===== config.mk =====
export PLATFORM = sky130hd
export DESIGN_NAME = decimal_to_q12_fixed_parser_unit
export DESIGN_NICKNAME = d
export VERILOG_FILES = /design/src/sv/dqp_pkg.sv /design/src/sv/dqp_front.sv /design/src/sv/dqp_queue.sv /design/src/sv/dqp_div.sv /design/src/sv/dqp_back.sv /design/src/sv/decimal_to_q12_fixed_parser_unit.sv
export SDC_FILE = /design/constraint.sdc
export NUM_CORES = 1
export LEC_CHECK = 0
export BUFFER_PORTS_ARGS = -buffer_cell sky130_fd_sc_hd__buf_2
export CAP_MARGIN = 20
export CORE_AREA = 2 2 186 188
export CTS_CLUSTER_SIZE = 40
export DETAILED_ROUTE_END_ITERATION = 16
export DIE_AREA = 0 0 188 190
export PLACE_DENSITY = 0.66
export SLEW_MARGIN = 20
export SYNTH_ARGS = -nofsm -noshare
export SYNTH_HDL_FRONTEND = slang
export SYNTH_SLANG_ARGS = --single-unit

===== constraint.sdc =====
create_clock -name clk_i -period 5.7 [get_ports clk_i]
set_input_delay 0 -clock clk_i [delete_from_list [all_inputs] [get_ports clk_i]]
set_output_delay 0 -clock clk_i [all_outputs]
set_load 0.02 [all_outputs]

===== src/sv/dqp_pkg.sv =====
`default_nettype none

package dqp_pkg;

  localparam int MaxIntDigitIndex = 6;
  localparam int CountW           = 16;

  localparam int ChW       = 8;
  localparam int ValueW    = 32;
  localparam int ConsumedW = 16;
  localparam int DigitW    = 4;

  localparam int FracBits  = 12;
  localparam int SigDigits = 4;
  localparam int SigScale  = 10000;

  localparam int FracAccW = $clog2(SigScale);
  localparam int FracCntW = $clog2(SigDigits + 2);
  localparam int QuotW    = FracBits + 1;
  localparam int MidW     = FracBits + 1;
  localparam int DivW     = FracAccW + FracBits;
  localparam int IntCntW  = $clog2(MaxIntDigitIndex + 2);
  localparam int IntAccW  = $clog2(10 ** (MaxIntDigitIndex + 1));
  localparam int MagW     = IntAccW + FracBits + 1;

  localparam int QDepth = 2;

  typedef enum logic [2:0] {
    CL_DIGIT,
    CL_MINUS,
    CL_POINT,
    CL_END,
    CL_OTHER
  } dqp_cls_e;

  typedef struct packed {
    dqp_cls_e          cls;
    logic [DigitW-1:0] digit;
  } dqp_item_t;

  typedef enum logic [1:0] {
    PH_IDLE,
    PH_SIGN,
    PH_INT,
    PH_FRAC
  } dqp_phase_e;

  typedef enum logic [2:0] {
    BK_RUN,
    BK_DIV,
    BK_MID,
    BK_MDIG,
    BK_FIN
  } dqp_bk_e;

  typedef struct packed {
    logic                start;
    logic [DivW-1:0]     dividend;
    logic [FracAccW-1:0] divisor;
  } dqp_div_req_t;

  typedef struct packed {
    logic             done;
    logic [QuotW-1:0] quot;
  } dqp_div_rsp_t;

  function automatic logic [FracAccW-1:0] pow10(input logic [FracCntW-1:0] n);
    logic [FracAccW-1:0] r;
    unique case (n)
      FracCntW'(0): r = FracAccW'(1);
      FracCntW'(1): r = FracAccW'(10);
      FracCntW'(2): r = FracAccW'(100);
      FracCntW'(3): r = FracAccW'(1000);
      default:      r = FracAccW'(SigScale);
    endcase
    return r;
  endfunction

endpackage

`default_nettype wire


===== src/sv/dqp_front.sv =====
`default_nettype none

module dqp_front (
  input  wire logic                   in_valid_i,
  output logic                        in_ready_o,
  input  wire logic [dqp_pkg::ChW-1:0] ch_i,
  input  wire logic                   text_end_i,
  input  wire logic                   q_full_i,
  output logic                        push_o,
  output dqp_pkg::dqp_item_t          item_o
);
  import dqp_pkg::*;

  localparam logic [ChW-1:0] CharZero  = 8'h30;
  localparam logic [ChW-1:0] CharNine  = 8'h39;
  localparam logic [ChW-1:0] CharMinus = 8'h2D;
  localparam logic [ChW-1:0] CharPoint = 8'h2E;

  assign in_ready_o = !q_full_i;
  assign push_o     = in_valid_i && !q_full_i;

  always_comb begin
    item_o.digit = ch_i[DigitW-1:0];
    if (text_end_i) begin
      item_o.cls = CL_END;
    end else if (ch_i >= CharZero && ch_i <= CharNine) begin
      item_o.cls = CL_DIGIT;
    end else if (ch_i == CharMinus) begin
      item_o.cls = CL_MINUS;
    end else if (ch_i == CharPoint) begin
      item_o.cls = CL_POINT;
    end else begin
      item_o.cls = CL_OTHER;
    end
  end

endmodule

`default_nettype wire


===== src/sv/dqp_queue.sv =====
`default_nettype none

module dqp_queue (
  input  wire logic               clk_i,
  input  wire logic               rst_ni,
  input  wire logic               push_i,
  input  wire dqp_pkg::dqp_item_t item_i,
  output logic                    full_o,
  input  wire logic               pop_i,
  output logic                    empty_o,
  output dqp_pkg::dqp_item_t      item_o
);
  import dqp_pkg::*;

  localparam int PtrW = $clog2(QDepth);
  localparam int CntW = $clog2(QDepth + 1);

  dqp_item_t       mem_q [QDepth];
  logic [PtrW-1:0] wr_ptr_q, rd_ptr_q;
  logic [CntW-1:0] cnt_q;

  assign full_o  = (cnt_q == CntW'(QDepth));
  assign empty_o = (cnt_q == '0);
  assign item_o  = mem_q[rd_ptr_q];

  always_ff @(posedge clk_i) begin
    if (push_i) begin
      mem_q[wr_ptr_q] <= item_i;
    end
  end

  always_ff @(posedge clk_i or negedge rst_ni) begin
    if (!rst_ni) begin
      wr_ptr_q <= '0;
      rd_ptr_q <= '0;
      cnt_q    <= '0;
    end else begin
      if (push_i) begin
        wr_ptr_q <= wr_ptr_q + PtrW'(1);
      end
      if (pop_i) begin
        rd_ptr_q <= rd_ptr_q + PtrW'(1);
      end
      if (push_i && !pop_i) begin
        cnt_q <= cnt_q + CntW'(1);
      end else if (pop_i && !push_i) begin
        cnt_q <= cnt_q - CntW'(1);
      end
    end
  end

endmodule

`default_nettype wire


===== src/sv/dqp_div.sv =====
`default_nettype none

module dqp_div (
  input  wire logic                  clk_i,
  input  wire logic                  rst_ni,
  input  wire dqp_pkg::dqp_div_req_t req_i,
  output dqp_pkg::dqp_div_rsp_t      rsp_o
);
  import dqp_pkg::*;

  localparam int StepW = $clog2(QuotW);

  logic                busy_q, busy_d;
  logic                done_q, done_d;
  logic [StepW-1:0]    step_q, step_d;
  logic [FracAccW-1:0] rem_q, rem_d;
  logic [FracAccW-1:0] den_q, den_d;
  logic [QuotW-1:0]    sh_q, sh_d;

  logic [FracAccW:0]   trial;
  logic                ge;

  // restoring division, one quotient bit per cycle; dividend < divisor << QuotW
  assign trial = {rem_q, sh_q[QuotW-1]};
  assign ge    = (trial >= {1'b0, den_q});

  always_comb begin
    busy_d = busy_q;
    done_d = 1'b0;
    step_d = step_q;
    rem_d  = rem_q;
    den_d  = den_q;
    sh_d   = sh_q;
    if (req_i.start) begin
      busy_d = 1'b1;
      step_d = '0;
      rem_d  = FracAccW'(req_i.dividend[DivW-1:QuotW]);
      sh_d   = req_i.dividend[QuotW-1:0];
      den_d  = req_i.divisor;
    end else if (busy_q) begin
      rem_d  = ge ? FracAccW'(trial - {1'b0, den_q}) : trial[FracAccW-1:0];
      sh_d   = {sh_q[QuotW-2:0], ge};
      step_d = step_q + StepW'(1);
      if (step_q == StepW'(QuotW - 1)) begin
        busy_d = 1'b0;
        done_d = 1'b1;
      end
    end
  end

  always_ff @(posedge clk_i or negedge rst_ni) begin
    if (!rst_ni) begin
      busy_q <= 1'b0;
      done_q <= 1'b0;
      step_q <= '0;
    end else begin
      busy_q <= busy_d;
      done_q <= done_d;
      step_q <= step_d;
    end
  end

  always_ff @(posedge clk_i) begin
    rem_q <= rem_d;
    den_q <= den_d;
    sh_q  <= sh_d;
  end

  assign rsp_o.done = done_q;
  assign rsp_o.quot = sh_q;

endmodule

`default_nettype wire


===== src/sv/dqp_back.sv =====
`default_nettype none

module dqp_back (
  input  wire logic                          clk_i,
  input  wire logic                          rst_ni,
  input  wire logic                          q_empty_i,
  input  wire dqp_pkg::dqp_item_t            item_i,
  output logic                               pop_o,
  output dqp_pkg::dqp_div_req_t              div_req_o,
  input  wire dqp_pkg::dqp_div_rsp_t         div_rsp_i,
  output logic                               out_valid_o,
  input  wire logic                          out_ready_i,
  output logic                               ok_o,
  output logic signed [dqp_pkg::ValueW-1:0]  value_o,
  output logic [dqp_pkg::ConsumedW-1:0]      consumed_o
);
  import dqp_pkg::*;

  localparam int TW = QuotW + 1 + FracAccW;

  dqp_bk_e             bk_q, bk_d;
  dqp_phase_e          phase_q, phase_d;
  logic                neg_q, neg_d;
  logic [IntAccW-1:0]  int_acc_q, int_acc_d;
  logic [IntCntW-1:0]  int_cnt_q, int_cnt_d;
  logic [FracCntW-1:0] frac_cnt_q, frac_cnt_d;
  logic [FracAccW-1:0] frac_acc_q, frac_acc_d;
  logic [QuotW-1:0]    rfrac_q, rfrac_d;
  logic [MidW-1:0]     mrem_q, mrem_d;
  logic                decided_q, decided_d;
  logic [CountW-1:0]   char_cnt_q, char_cnt_d;
  logic [DigitW-1:0]   dig_q, dig_d;

  logic                 out_valid_q, out_valid_d;
  logic                 ok_q, ok_d;
  logic [ValueW-1:0]    value_q, value_d;
  logic [ConsumedW-1:0] consumed_q, consumed_d;

  logic                slot_free;
  logic [CountW-1:0]   cnt_inc;
  logic [DigitW-1:0]   mid_dig;
  logic [MidW+3:0]     mid_mul;
  logic [DigitW-1:0]   mid_td;
  logic [FracAccW-1:0] den;
  logic [TW-1:0]       tmul;
  logic [QuotW-1:0]    frac_v;
  logic [MagW-1:0]     mag;
  logic [63:0]         mag64, neg64;
  logic                range_bad;
  logic                fin_go, fail, emit_ok, clr, mid_go;

  assign slot_free = !out_valid_q || out_ready_i;
  assign pop_o     = (bk_q == BK_RUN) && !q_empty_i && slot_free;
  assign cnt_inc   = (&char_cnt_q) ? char_cnt_q : char_cnt_q + CountW'(1);

  // next decimal digit of the midpoint between the two rounding candidates
  assign mid_dig = (bk_q == BK_MDIG) ? dig_q : item_i.digit;
  assign mid_mul = (MidW+4)'(mrem_q) * (MidW+4)'(10);
  assign mid_td  = mid_mul[MidW+3:MidW];

  assign den  = pow10(frac_cnt_q);
  assign tmul = (TW'({div_rsp_i.quot, 1'b1})) * TW'(SigScale);

  assign frac_v = (frac_cnt_q == FracCntW'(SigDigits + 1)) ? rfrac_q : div_rsp_i.quot;
  assign mag    = {int_acc_q, {FracBits{1'b0}}} + MagW'(frac_v);
  assign mag64  = 64'(mag);
  assign neg64  = 64'(0) - mag64;
  assign range_bad = neg_q ? (mag64 > 64'h8000_0000) : (mag64 > 64'h7FFF_FFFF);

  assign div_req_o.dividend = {frac_acc_q, {FracBits{1'b0}}} + DivW'(den >> 1);
  assign div_req_o.divisor  = den;

  always_comb begin
    bk_d       = bk_q;
    phase_d    = phase_q;
    neg_d      = neg_q;
    int_acc_d  = int_acc_q;
    int_cnt_d  = int_cnt_q;
    frac_cnt_d = frac_cnt_q;
    frac_acc_d = frac_acc_q;
    rfrac_d    = rfrac_q;
    mrem_d     = mrem_q;
    decided_d  = decided_q;
    char_cnt_d = char_cnt_q;
    dig_d      = dig_q;
    div_req_o.start = 1'b0;
    fin_go  = 1'b0;
    fail    = 1'b0;
    emit_ok = 1'b0;
    mid_go  = 1'b0;

    unique case (bk_q)
      BK_RUN: begin
        if (pop_o) begin
          unique case (phase_q)
            PH_IDLE, PH_SIGN: begin
              unique case (item_i.cls)
                CL_MINUS: begin
                  if (phase_q == PH_IDLE) begin
                    neg_d      = 1'b1;
                    char_cnt_d = cnt_inc;
                    phase_d    = PH_SIGN;
                  end else begin
                    fail = 1'b1;
                  end
                end
                CL_DIGIT: begin
                  int_acc_d  = IntAccW'(item_i.digit);
                  int_cnt_d  = IntCntW'(1);
                  char_cnt_d = cnt_inc;
                  phase_d    = PH_INT;
                end
                CL_POINT: begin
                  char_cnt_d = cnt_inc;
                  phase_d    = PH_FRAC;
                end
                default: fail = 1'b1;
              endcase
            end
            PH_INT: begin
              unique case (item_i.cls)
                CL_DIGIT: begin
                  if (int_cnt_q > IntCntW'(MaxIntDigitIndex)) begin
                    fail = 1'b1;
                  end else begin
                    int_acc_d  = int_acc_q * IntAccW'(10) + IntAccW'(item_i.digit);
                    int_cnt_d  = int_cnt_q + IntCntW'(1);
                    char_cnt_d = cnt_inc;
                  end
                end
                CL_POINT: begin
                  char_cnt_d = cnt_inc;
                  phase_d    = PH_FRAC;
                end
                default: fin_go = 1'b1;
              endcase
            end
            PH_FRAC: begin
              if (item_i.cls == CL_DIGIT) begin
                char_cnt_d = cnt_inc;
                if (frac_cnt_q < FracCntW'(SigDigits)) begin
                  frac_acc_d = frac_acc_q * FracAccW'(10) + FracAccW'(item_i.digit);
                  frac_cnt_d = frac_cnt_q + FracCntW'(1);
                end else if (frac_cnt_q == FracCntW'(SigDigits)) begin
                  // first digit past the significant ones: round what we have
                  frac_cnt_d      = FracCntW'(SigDigits + 1);
                  dig_d           = item_i.digit;
                  div_req_o.start = 1'b1;
                  bk_d            = BK_DIV;
                end else if (!decided_q) begin
                  mid_go = 1'b1;
                end
              end else begin
                fin_go = 1'b1;
              end
            end
            default: phase_d = PH_IDLE;
          endcase
        end
      end
      BK_DIV: begin
        if (div_rsp_i.done) begin
          bk_d = (frac_cnt_q == FracCntW'(SigDigits + 1)) ? BK_MID : BK_FIN;
        end
      end
      BK_MID: begin
        rfrac_d = div_rsp_i.quot;
        mrem_d  = tmul[MidW-1:0];
        if (tmul[TW-1:MidW] != (TW-MidW)'(frac_acc_q)) begin
          decided_d = 1'b1;
          bk_d      = BK_RUN;
        end else begin
          bk_d = BK_MDIG;
        end
      end
      BK_MDIG: begin
        mid_go = 1'b1;
        bk_d   = BK_RUN;
      end
      BK_FIN: begin
        bk_d = BK_RUN;
        if (range_bad) begin
          fail = 1'b1;
        end else begin
          emit_ok = 1'b1;
        end
      end
      default: bk_d = BK_RUN;
    endcase

    if (mid_go) begin
      if (mid_td != mid_dig) begin
        if (mid_dig > mid_td) begin
          rfrac_d = rfrac_q + QuotW'(1);
        end
        decided_d = 1'b1;
      end else begin
        mrem_d = mid_mul[MidW-1:0];
      end
    end

    if (fin_go) begin
      if (phase_q == PH_FRAC && int_cnt_q == '0 && frac_cnt_q == '0) begin
        fail = 1'b1;
      end else if (frac_cnt_q == FracCntW'(SigDigits + 1)) begin
        bk_d = BK_FIN;
      end else begin
        div_req_o.start = 1'b1;
        bk_d            = BK_DIV;
      end
    end

    clr = fail || emit_ok;
    if (clr) begin
      phase_d    = PH_IDLE;
      neg_d      = 1'b0;
      int_acc_d  = '0;
      int_cnt_d  = '0;
      frac_cnt_d = '0;
      frac_acc_d = '0;
      rfrac_d    = '0;
      mrem_d     = '0;
      decided_d  = 1'b0;
      char_cnt_d = '0;
    end
  end

  always_comb begin
    out_valid_d = out_valid_q && !out_ready_i;
    ok_d        = ok_q;
    value_d     = value_q;
    consumed_d  = consumed_q;
    if (clr) begin
      out_valid_d = 1'b1;
      ok_d        = emit_ok;
      value_d     = emit_ok ? (neg_q ? neg64[ValueW-1:0] : mag64[ValueW-1:0]) : '0;
      consumed_d  = emit_ok ? ConsumedW'(char_cnt_q) : '0;
    end
  end

  always_ff @(posedge clk_i or negedge rst_ni) begin
    if (!rst_ni) begin
      bk_q        <= BK_RUN;
      phase_q     <= PH_IDLE;
      neg_q       <= 1'b0;
      int_acc_q   <= '0;
      int_cnt_q   <= '0;
      frac_cnt_q  <= '0;
      frac_acc_q  <= '0;
      rfrac_q     <= '0;
      mrem_q      <= '0;
      decided_q   <= 1'b0;
      char_cnt_q  <= '0;
      out_valid_q <= 1'b0;
    end else begin
      bk_q        <= bk_d;
      phase_q     <= phase_d;
      neg_q       <= neg_d;
      int_acc_q   <= int_acc_d;
      int_cnt_q   <= int_cnt_d;
      frac_cnt_q  <= frac_cnt_d;
      frac_acc_q  <= frac_acc_d;
      rfrac_q     <= rfrac_d;
      mrem_q      <= mrem_d;
      decided_q   <= decided_d;
      char_cnt_q  <= char_cnt_d;
      out_valid_q <= out_valid_d;
    end
  end

  always_ff @(posedge clk_i) begin
    dig_q      <= dig_d;
    ok_q       <= ok_d;
    value_q    <= value_d;
    consumed_q <= consumed_d;
  end

  assign out_valid_o = out_valid_q;
  assign ok_o        = ok_q;
  assign value_o     = value_q;
  assign consumed_o  = consumed_q;

  a_fin_slot_free: assert property (@(posedge clk_i) disable iff (!rst_ni)
    (bk_q == BK_FIN) |-> !out_valid_q)
    else $error("result register busy at finish");

  a_frac_cnt_range: assert property (@(posedge clk_i) disable iff (!rst_ni)
    frac_cnt_q <= FracCntW'(SigDigits + 1))
    else $error("fraction digit count out of range");

  a_int_cnt_range: assert property (@(posedge clk_i) disable iff (!rst_ni)
    int_cnt_q <= IntCntW'(MaxIntDigitIndex + 1))
    else $error("integer digit count out of range");

  a_decided_late: assert property (@(posedge clk_i) disable iff (!rst_ni)
    decided_q |-> (frac_cnt_q == FracCntW'(SigDigits + 1)))
    else $error("rounding decided before fifth fraction digit");

  a_idle_clean: assert property (@(posedge clk_i) disable iff (!rst_ni)
    (phase_q == PH_IDLE) |-> (char_cnt_q == '0 && !neg_q))
    else $error("idle with stale number state");

endmodule

`default_nettype wire


===== src/sv/decimal_to_q12_fixed_parser_unit.sv =====
// Characters enter a 2-entry queue; 1 character per cycle is parsed unless the divider,
// rounding or a full output register holds the parser. The fifth fraction digit starts a
// 13-step restoring divider run. A terminating character's result is registered via a
// finish state, after the divider if needed, or in the cycle after a failing character.
// Reset (rst_ni low, asynchronous) empties the queue and returns the parser to idle.
`default_nettype none

module decimal_to_q12_fixed_parser_unit (
  input  wire logic                          clk_i,
  input  wire logic                          rst_ni,
  input  wire logic                          in_valid_i,
  output logic                               in_ready_o,
  input  wire logic [dqp_pkg::ChW-1:0]       ch_i,
  input  wire logic                          text_end_i,
  output logic                               out_valid_o,
  input  wire logic                          out_ready_i,
  output logic                               ok_o,
  output logic signed [dqp_pkg::ValueW-1:0]  value_o,
  output logic [dqp_pkg::ConsumedW-1:0]      consumed_o
);
  import dqp_pkg::*;

  dqp_item_t    push_item, pop_item;
  logic         push, pop, q_full, q_empty;
  dqp_div_req_t div_req;
  dqp_div_rsp_t div_rsp;

  dqp_front u_front (
    .in_valid_i (in_valid_i),
    .in_ready_o (in_ready_o),
    .ch_i       (ch_i),
    .text_end_i (text_end_i),
    .q_full_i   (q_full),
    .push_o     (push),
    .item_o     (push_item)
  );

  dqp_queue u_queue (
    .clk_i   (clk_i),
    .rst_ni  (rst_ni),
    .push_i  (push),
    .item_i  (push_item),
    .full_o  (q_full),
    .pop_i   (pop),
    .empty_o (q_empty),
    .item_o  (pop_item)
  );

  dqp_div u_div (
    .clk_i  (clk_i),
    .rst_ni (rst_ni),
    .req_i  (div_req),
    .rsp_o  (div_rsp)
  );

  dqp_back u_back (
    .clk_i       (clk_i),
    .rst_ni      (rst_ni),
    .q_empty_i   (q_empty),
    .item_i      (pop_item),
    .pop_o       (pop),
    .div_req_o   (div_req),
    .div_rsp_i   (div_rsp),
    .out_valid_o (out_valid_o),
    .out_ready_i (out_ready_i),
    .ok_o        (ok_o),
    .value_o     (value_o),
    .consumed_o  (consumed_o)
  );

endmodule

`default_nettype wire

After elaboration in Yosys (flattened, before gate mapping)
Memory sizes are Yosys's and may differ from the RTL's.
Index checks and enable logic that the tools add are counted.
- memory bits (writable): 14
- memories: 1
- input bits: 13
- output and inout port bits: 51
- bits in registers: 198
- bitwise gates (word level): 1
- magnitude comparators: 8
- reductions and logical operators: 45
- multipliers: 4
- add/sub/neg operators: 15
- multiplexer cells: 136
- equality and inequality tests: 30
- memory list (memory ; words ; width ; rd ports ; clocked after Yosys merged registers in ; write ports ; line ; RTL):
    u_queue.mem_q ; 2 ; 7 ; 1 ; 0 ; 1 ; dqp_queue.sv:18 ; dqp_item_t mem_q [QDepth];
- operators with widths (operator ; count):
    13-bit two-way mux ; 14
    24-bit two-way mux ; 6
    16-bit two-way mux ; 7
    14-bit two-way mux ; 7
    3-bit two-way mux ; 27
    16-bit case mux with 2 select lines ; 2
    14-bit case mux with 4 select lines ; 1
    1-bit two-way mux ; 49
    16-bit case mux with 3 select lines ; 1
    24-bit case mux with 2 select lines ; 1
    36-bit by 13-bit adder with 37-bit output ; 1
    37-bit by 31-bit greater-than comparator with 1-bit output, second input constant ; 1
    37-bit by 32-bit greater-than comparator with 1-bit output, second input constant ; 1
    32-bit two-way mux ; 1
    1-bit by 32-bit subtractor with 32-bit output, first input constant ; 1
    26-bit by 13-bit adder with 26-bit output ; 1
    24-bit by 4-bit adder with 24-bit output ; 1
    14-bit by 10-bit multiplier with 24-bit output, second input constant ; 1
    24-bit by 3-bit multiplier with 23-bit output, second input constant ; 1
    2-bit nonzero test ; 10
    6-bit AND reduction ; 3
    16-bit by 1-bit adder with 16-bit output, second input constant ; 1
    8-bit by 6-bit equality test with 1-bit output, second input constant ; 2
    13-bit by 3-bit multiplier with 16-bit output, second input constant ; 1
    other kinds (46) ; 98

Depth between registers and ports, before layout
- depth after elaboration: 12
- depth in mapped cells: 24
- mapped depth without buffers: 23

Modules after synthesis
Synthesis repeated with hierarchy kept, for this count alone.
- cells, all modules: 1923
- area total of the unflattened synthesis: 17989.8 sq um
- modules (own cells, without submodules) (module ; sequential area each (sq um) ; instances ; cells an instance ; area each (sq um)):
    dqp_back ; 3943.8 ; 1 ; 1605 ; 14239.9
    dqp_div ; 1371.3 ; 1 ; 263 ; 2927.8
    dqp_queue ; 520.5 ; 1 ; 38 ; 699.4
    dqp_front ; 0.0 ; 1 ; 17 ; 122.6

Worst setup path after synthesis
Ideal clock, no wire load.
- path kind: register to register
- start: register u_div.sh_q[4]
- end: register u_back.bk_q[1]
- slack: 550 ps
- library setup time: 78 ps
- path buffers: 0
- data required time: 5622 ps
- data arrival time: 5072 ps
- clock period less this slack: 5150 ps
- cell stages (with the launch flop): 17
- cells stage by stage: edfxtp_1 fa_1 ha_1 fa_1 ha_1 fa_1 ha_1 and2_1 o2111ai_1 or4b_1 a221o_1 a21o_1 a21oi_1 mux2_2 nand4_1 or3_1 a21oi_1
- word-level cells in the longest chain between the ends: 6
- ends and longest elaborated chain (what ; line ; RTL):
    from (decl) ; dqp_div.sv:18 ; logic [QuotW-1:0] sh_q, sh_d;
    from (signal assigned) ; dqp_div.sv:66 ; sh_q <= sh_d;
    14-bit by 10-bit multiplier with 24-bit output * ; dqp_back.sv:62 ; assign tmul = (TW'({div_rsp_i.quot, 1'b1})) * TW'(SigScale);
    15-bit by 14-bit inequality test with 1-bit output * ; dqp_back.sv:169 ; if (tmul[TW-1:MidW] != (TW-MidW)'(frac_acc_q)) begin
    2-bit two-way mux * ; dqp_back.sv:169 ;
    3-bit case mux with 3 select lines * ; dqp_back.sv:92 ; unique case (bk_q)
    3-bit two-way mux ; dqp_back.sv:203 ; if (phase_q == PH_FRAC && int_cnt_q == '0 && frac_cnt_q == '0) begin
    3-bit two-way mux * ; dqp_back.sv:202 ; if (fin_go) begin
    named net u_back.bk_d[1] ; dqp_back.sv:21 ; dqp_bk_e bk_q, bk_d;
    to (signal assigned) ; dqp_back.sv:256 ; bk_q <= bk_d;
    to (decl) ; dqp_back.sv:21 ;
The timed path passes the listed nets; every way through them passes the cells marked *.
A chain may end at the register's enable or synchronous reset.

Worst setup path after layout
- start: register u_div.sh_q[5]
- end: register u_back.bk_q[1]
The elaborated chain is that of the path after synthesis.

==> flow_summary.ini <==
[status]
status = finished clean

[logic_synthesis]
yosysTopAreaCellShare_pct = 18.3
synth_most_common_cell = ha_1
synth_edf_count = 101
syn_nets = 2022
async_flop_share_pct = 50.5
netlist_area_um2 = 16600
synth_flop_cell = dfrtp_1
avgSynthCellArea_um2 = 9.25
synthTopCellsByCount = ha_1, nor2_1, nand2_1
yosys-top-cells-area = edfxtp_1, dfrtp_1, ha_1
ys_seq_area_share_pct = 34.1
synth_seq_cells = 206
synth_cell_types = 81
ys_warn_count = 0
synthCells = 1793
synth_top_area_cell = edfxtp_1

[layout]
regArea_um2 = 5660
diodes = 0
multi_input_comb_area_um2 = 10200
postLayoutCoreUtil_pct = 54.0
nFillCells = 3075
fin_nets = 2085
area_growth_pct = 10.6
drive_gt1_share_pct = 8.96

[sta]
period_needed_ns = 5.51
max_slew_margin_pct = 30.2
clock_skew_ns = 0.0224
fmax_ghz = 0.182
finalMaxSlewViolations = 0
fin_crit_sh_pct = 96.6
hold-worst-slack_ns = 0.143
report.final.setup_viol = 0
hold_violations = 0
finalWorstSetupSlack_ns = 0.195
tightest_slew_ns = 1.05

[critical_path]
cpLargestDelayFamily = adder cells
slowest_stage = fa_1
path_cells = fa_1, ha_1, fa_1, ha_1, fa_1, ha_4, and2_1, o2111ai_1, or4b_4, a221o_1, xnor2_1, nand2_1, nor4_2, nand4_1, or3_1, a21oi_1
cpMostUsedCell = fa_1
critPathMaxFanout = 6
r2r_slack_ns = 0.19
critPathMaxStageDelay_ns = 0.58
end_kind = flip-flop
path_class = reg -> reg
cp-start-kind = flip-flop
cp.required_ns = 6.14
worstPathArrival_ns = 5.95
path_buf_inv = 0

[cts]
clockBufferDepth = 3
numCtsBuffers = 24
root_buffer = clkbuf_16
cts_tree = done
clk_pin_slew_ns = 0.06
clkSinkCount = 206
clock_insertion_delay_worst_skew_ns = 0.54
htreeDepth = 1

[place]
globalplace.congestion = 0.894
port-buffer-count = 63
dp_hpwl_mm = 29.1
dp_slack_ns = 0.216

[route]
ant_nets = 0
routed_wl_mm = 39.2
dr.first_iter.drc_count = 916
route.detailed.drc = 0
vias = 13127
firstDrtPassIters = 5
wire_per_inst_um = 16.8
vias_per_cell = 5.64

[floorplan]
die_height_um = 190
boundaryPins = 64
rows = 68
die-area_um2 = 35700
core_area_um2 = 33900
initial_core_util_pct = 48.9
die_x_um = 188

[global_route]
overflow = 0
antenna_found_initial = 0
grt_pass1_vias = 12837
grt_max_degree = 68
grt_pass1_wl_mm = 65.2
gr-usage-all-layers_pct = 22.2

[worst_hold_path]
hp-class = in -> reg

[job]
cap_viol_max_count = 0
==> worst min-delay path, stage by stage <==
cell,delay [ns]
buf_2,0.08
nor2_1,0.03
nand2_1,0.07
nor3_1,0.06
a31o_2,0.25
==> per-layer routing <==
metal / track usage (%) / wire (µm)
met5: 0 / 0
met4: 5.36 / 699
met3: 2.14 / 1680
met2: 37.1 / 18300
met1: 31.2 / 18500
==> flip-flops by register name (all words and copies together), names as in the netlist, 4 cells and up <==
name,cells
u_back.dig_q,4
u_back.int_acc_q,24
u_div.rem_q,14
u_div.den_q,8
u_div.sh_q,13
u_back.mrem_q,13
u_queue.mem_q,14
u_back.value_o,32
u_div.step_q,4
u_back.consumed_o,16
u_back.rfrac_q,13
u_back.frac_acc_q,14
u_back.char_cnt_q,16
==> cells by family after synthesis <==
family / count (synthesis) / share of synthesized area (%)
simple gates: 605 / 18.3
compound gates: 367 / 13.7
fa+ha+maj: 216 / 17.8
flops: 206 / 34.1
buf+inv: 189 / 4.56
xor+xnor: 181 / 9.64
mux: 29 / 1.80
==> stage by stage <==
step | instances | area [µm²] | setup TNS [ns]
2_1_floorplan | 1793 | 16600 | 0
3_3_place_gp | 2270 | 17400 | 0
3_5_place_dp | 2270 | 17400 | 0
4_1_cts | 2327 | 18300 | 0
5_1_grt | 2329 | 18300 | -0.0825
6_report | 2329 | 18300 | 0
==> cells in the final DEF, fill, tap and decap left out, types with 6 or more instances in the layout <==
cell type,Yosys,routed
edfxtp_1,101,101
a21o_1,24,24
a221oi_1,11,11
buf_4,1,28
and3_1,21,21
nor2b_1,16,16
o211ai_1,7,7
o21ai_0,130,130
fa_1,34,34
nand2b_1,22,22
nor3_1,32,32
mux2_2,6,6
clkbuf_16,0,26
nand2_1,155,155
nand3b_1,6,6
a211oi_1,30,30
o21bai_1,6,6
buf_2,8,62
a31oi_1,7,6
a21oi_1,83,83
dfrtp_1,104,104
nand3_1,66,66
nor2_4,9,9
nor2_1,168,168
o21a_1,15,15
xnor2_1,127,127
and2_1,15,15
dlygate4sd3_1,0,13
or3_1,13,13
mux2i_1,23,23
ha_1,182,181
nor4_1,14,13
clkbuf_8,0,6
nand4_1,20,20
nor3b_1,16,15
inv_1,121,121
xor2_1,53,53
clkbuf_1,48,6
o31ai_1,8,8
==> area by class of cell <==
cell class	instances	area share (%)
Multi-Input combinational cell	1398	55.7
Sequential cell	206	30.8
Clock buffer	38	4.12
Timing Repair Buffer	103	3.55
Tap cell	455	3.10
Inverter	123	2.53
Clock inverter	6	0.211
==> path summary, 6_finish.rpt <==
check | start | end | cells after the start
worst max-delay path | u_div.sh_q[5]$_DFFE_PP_ | u_back.bk_q[1]$_DFF_PN0_ | 16
worst min-delay path | ch_i[6] | u_queue.mem_q[1][5]$_DFFE_PP_ | 5
worst max register to register | u_div.sh_q[5]$_DFFE_PP_ | u_back.bk_q[1]$_DFF_PN0_ | 16
worst min register to register | u_div.rem_q[13]$_SDFFE_PN0P_ | u_div.rem_q[13]$_SDFFE_PN0P_ | 2
max in group asynchronous | rst_ni | u_div.busy_q$_DFF_PN0_ | 4
min in group asynchronous | rst_ni | u_back.out_valid_o$_DFF_PN0_ | 3
==> timing repair <==
action	in CTS	in global routing
hold endpoints to repair	54	0
resized for setup	0	4
hold buffers	13	0
buffers inserted	0	2
setup endpoints to repair	0	3
Power is not shown: default switching activity piles up to over one toggle a cycle in this logic, so the estimate is an artifact.
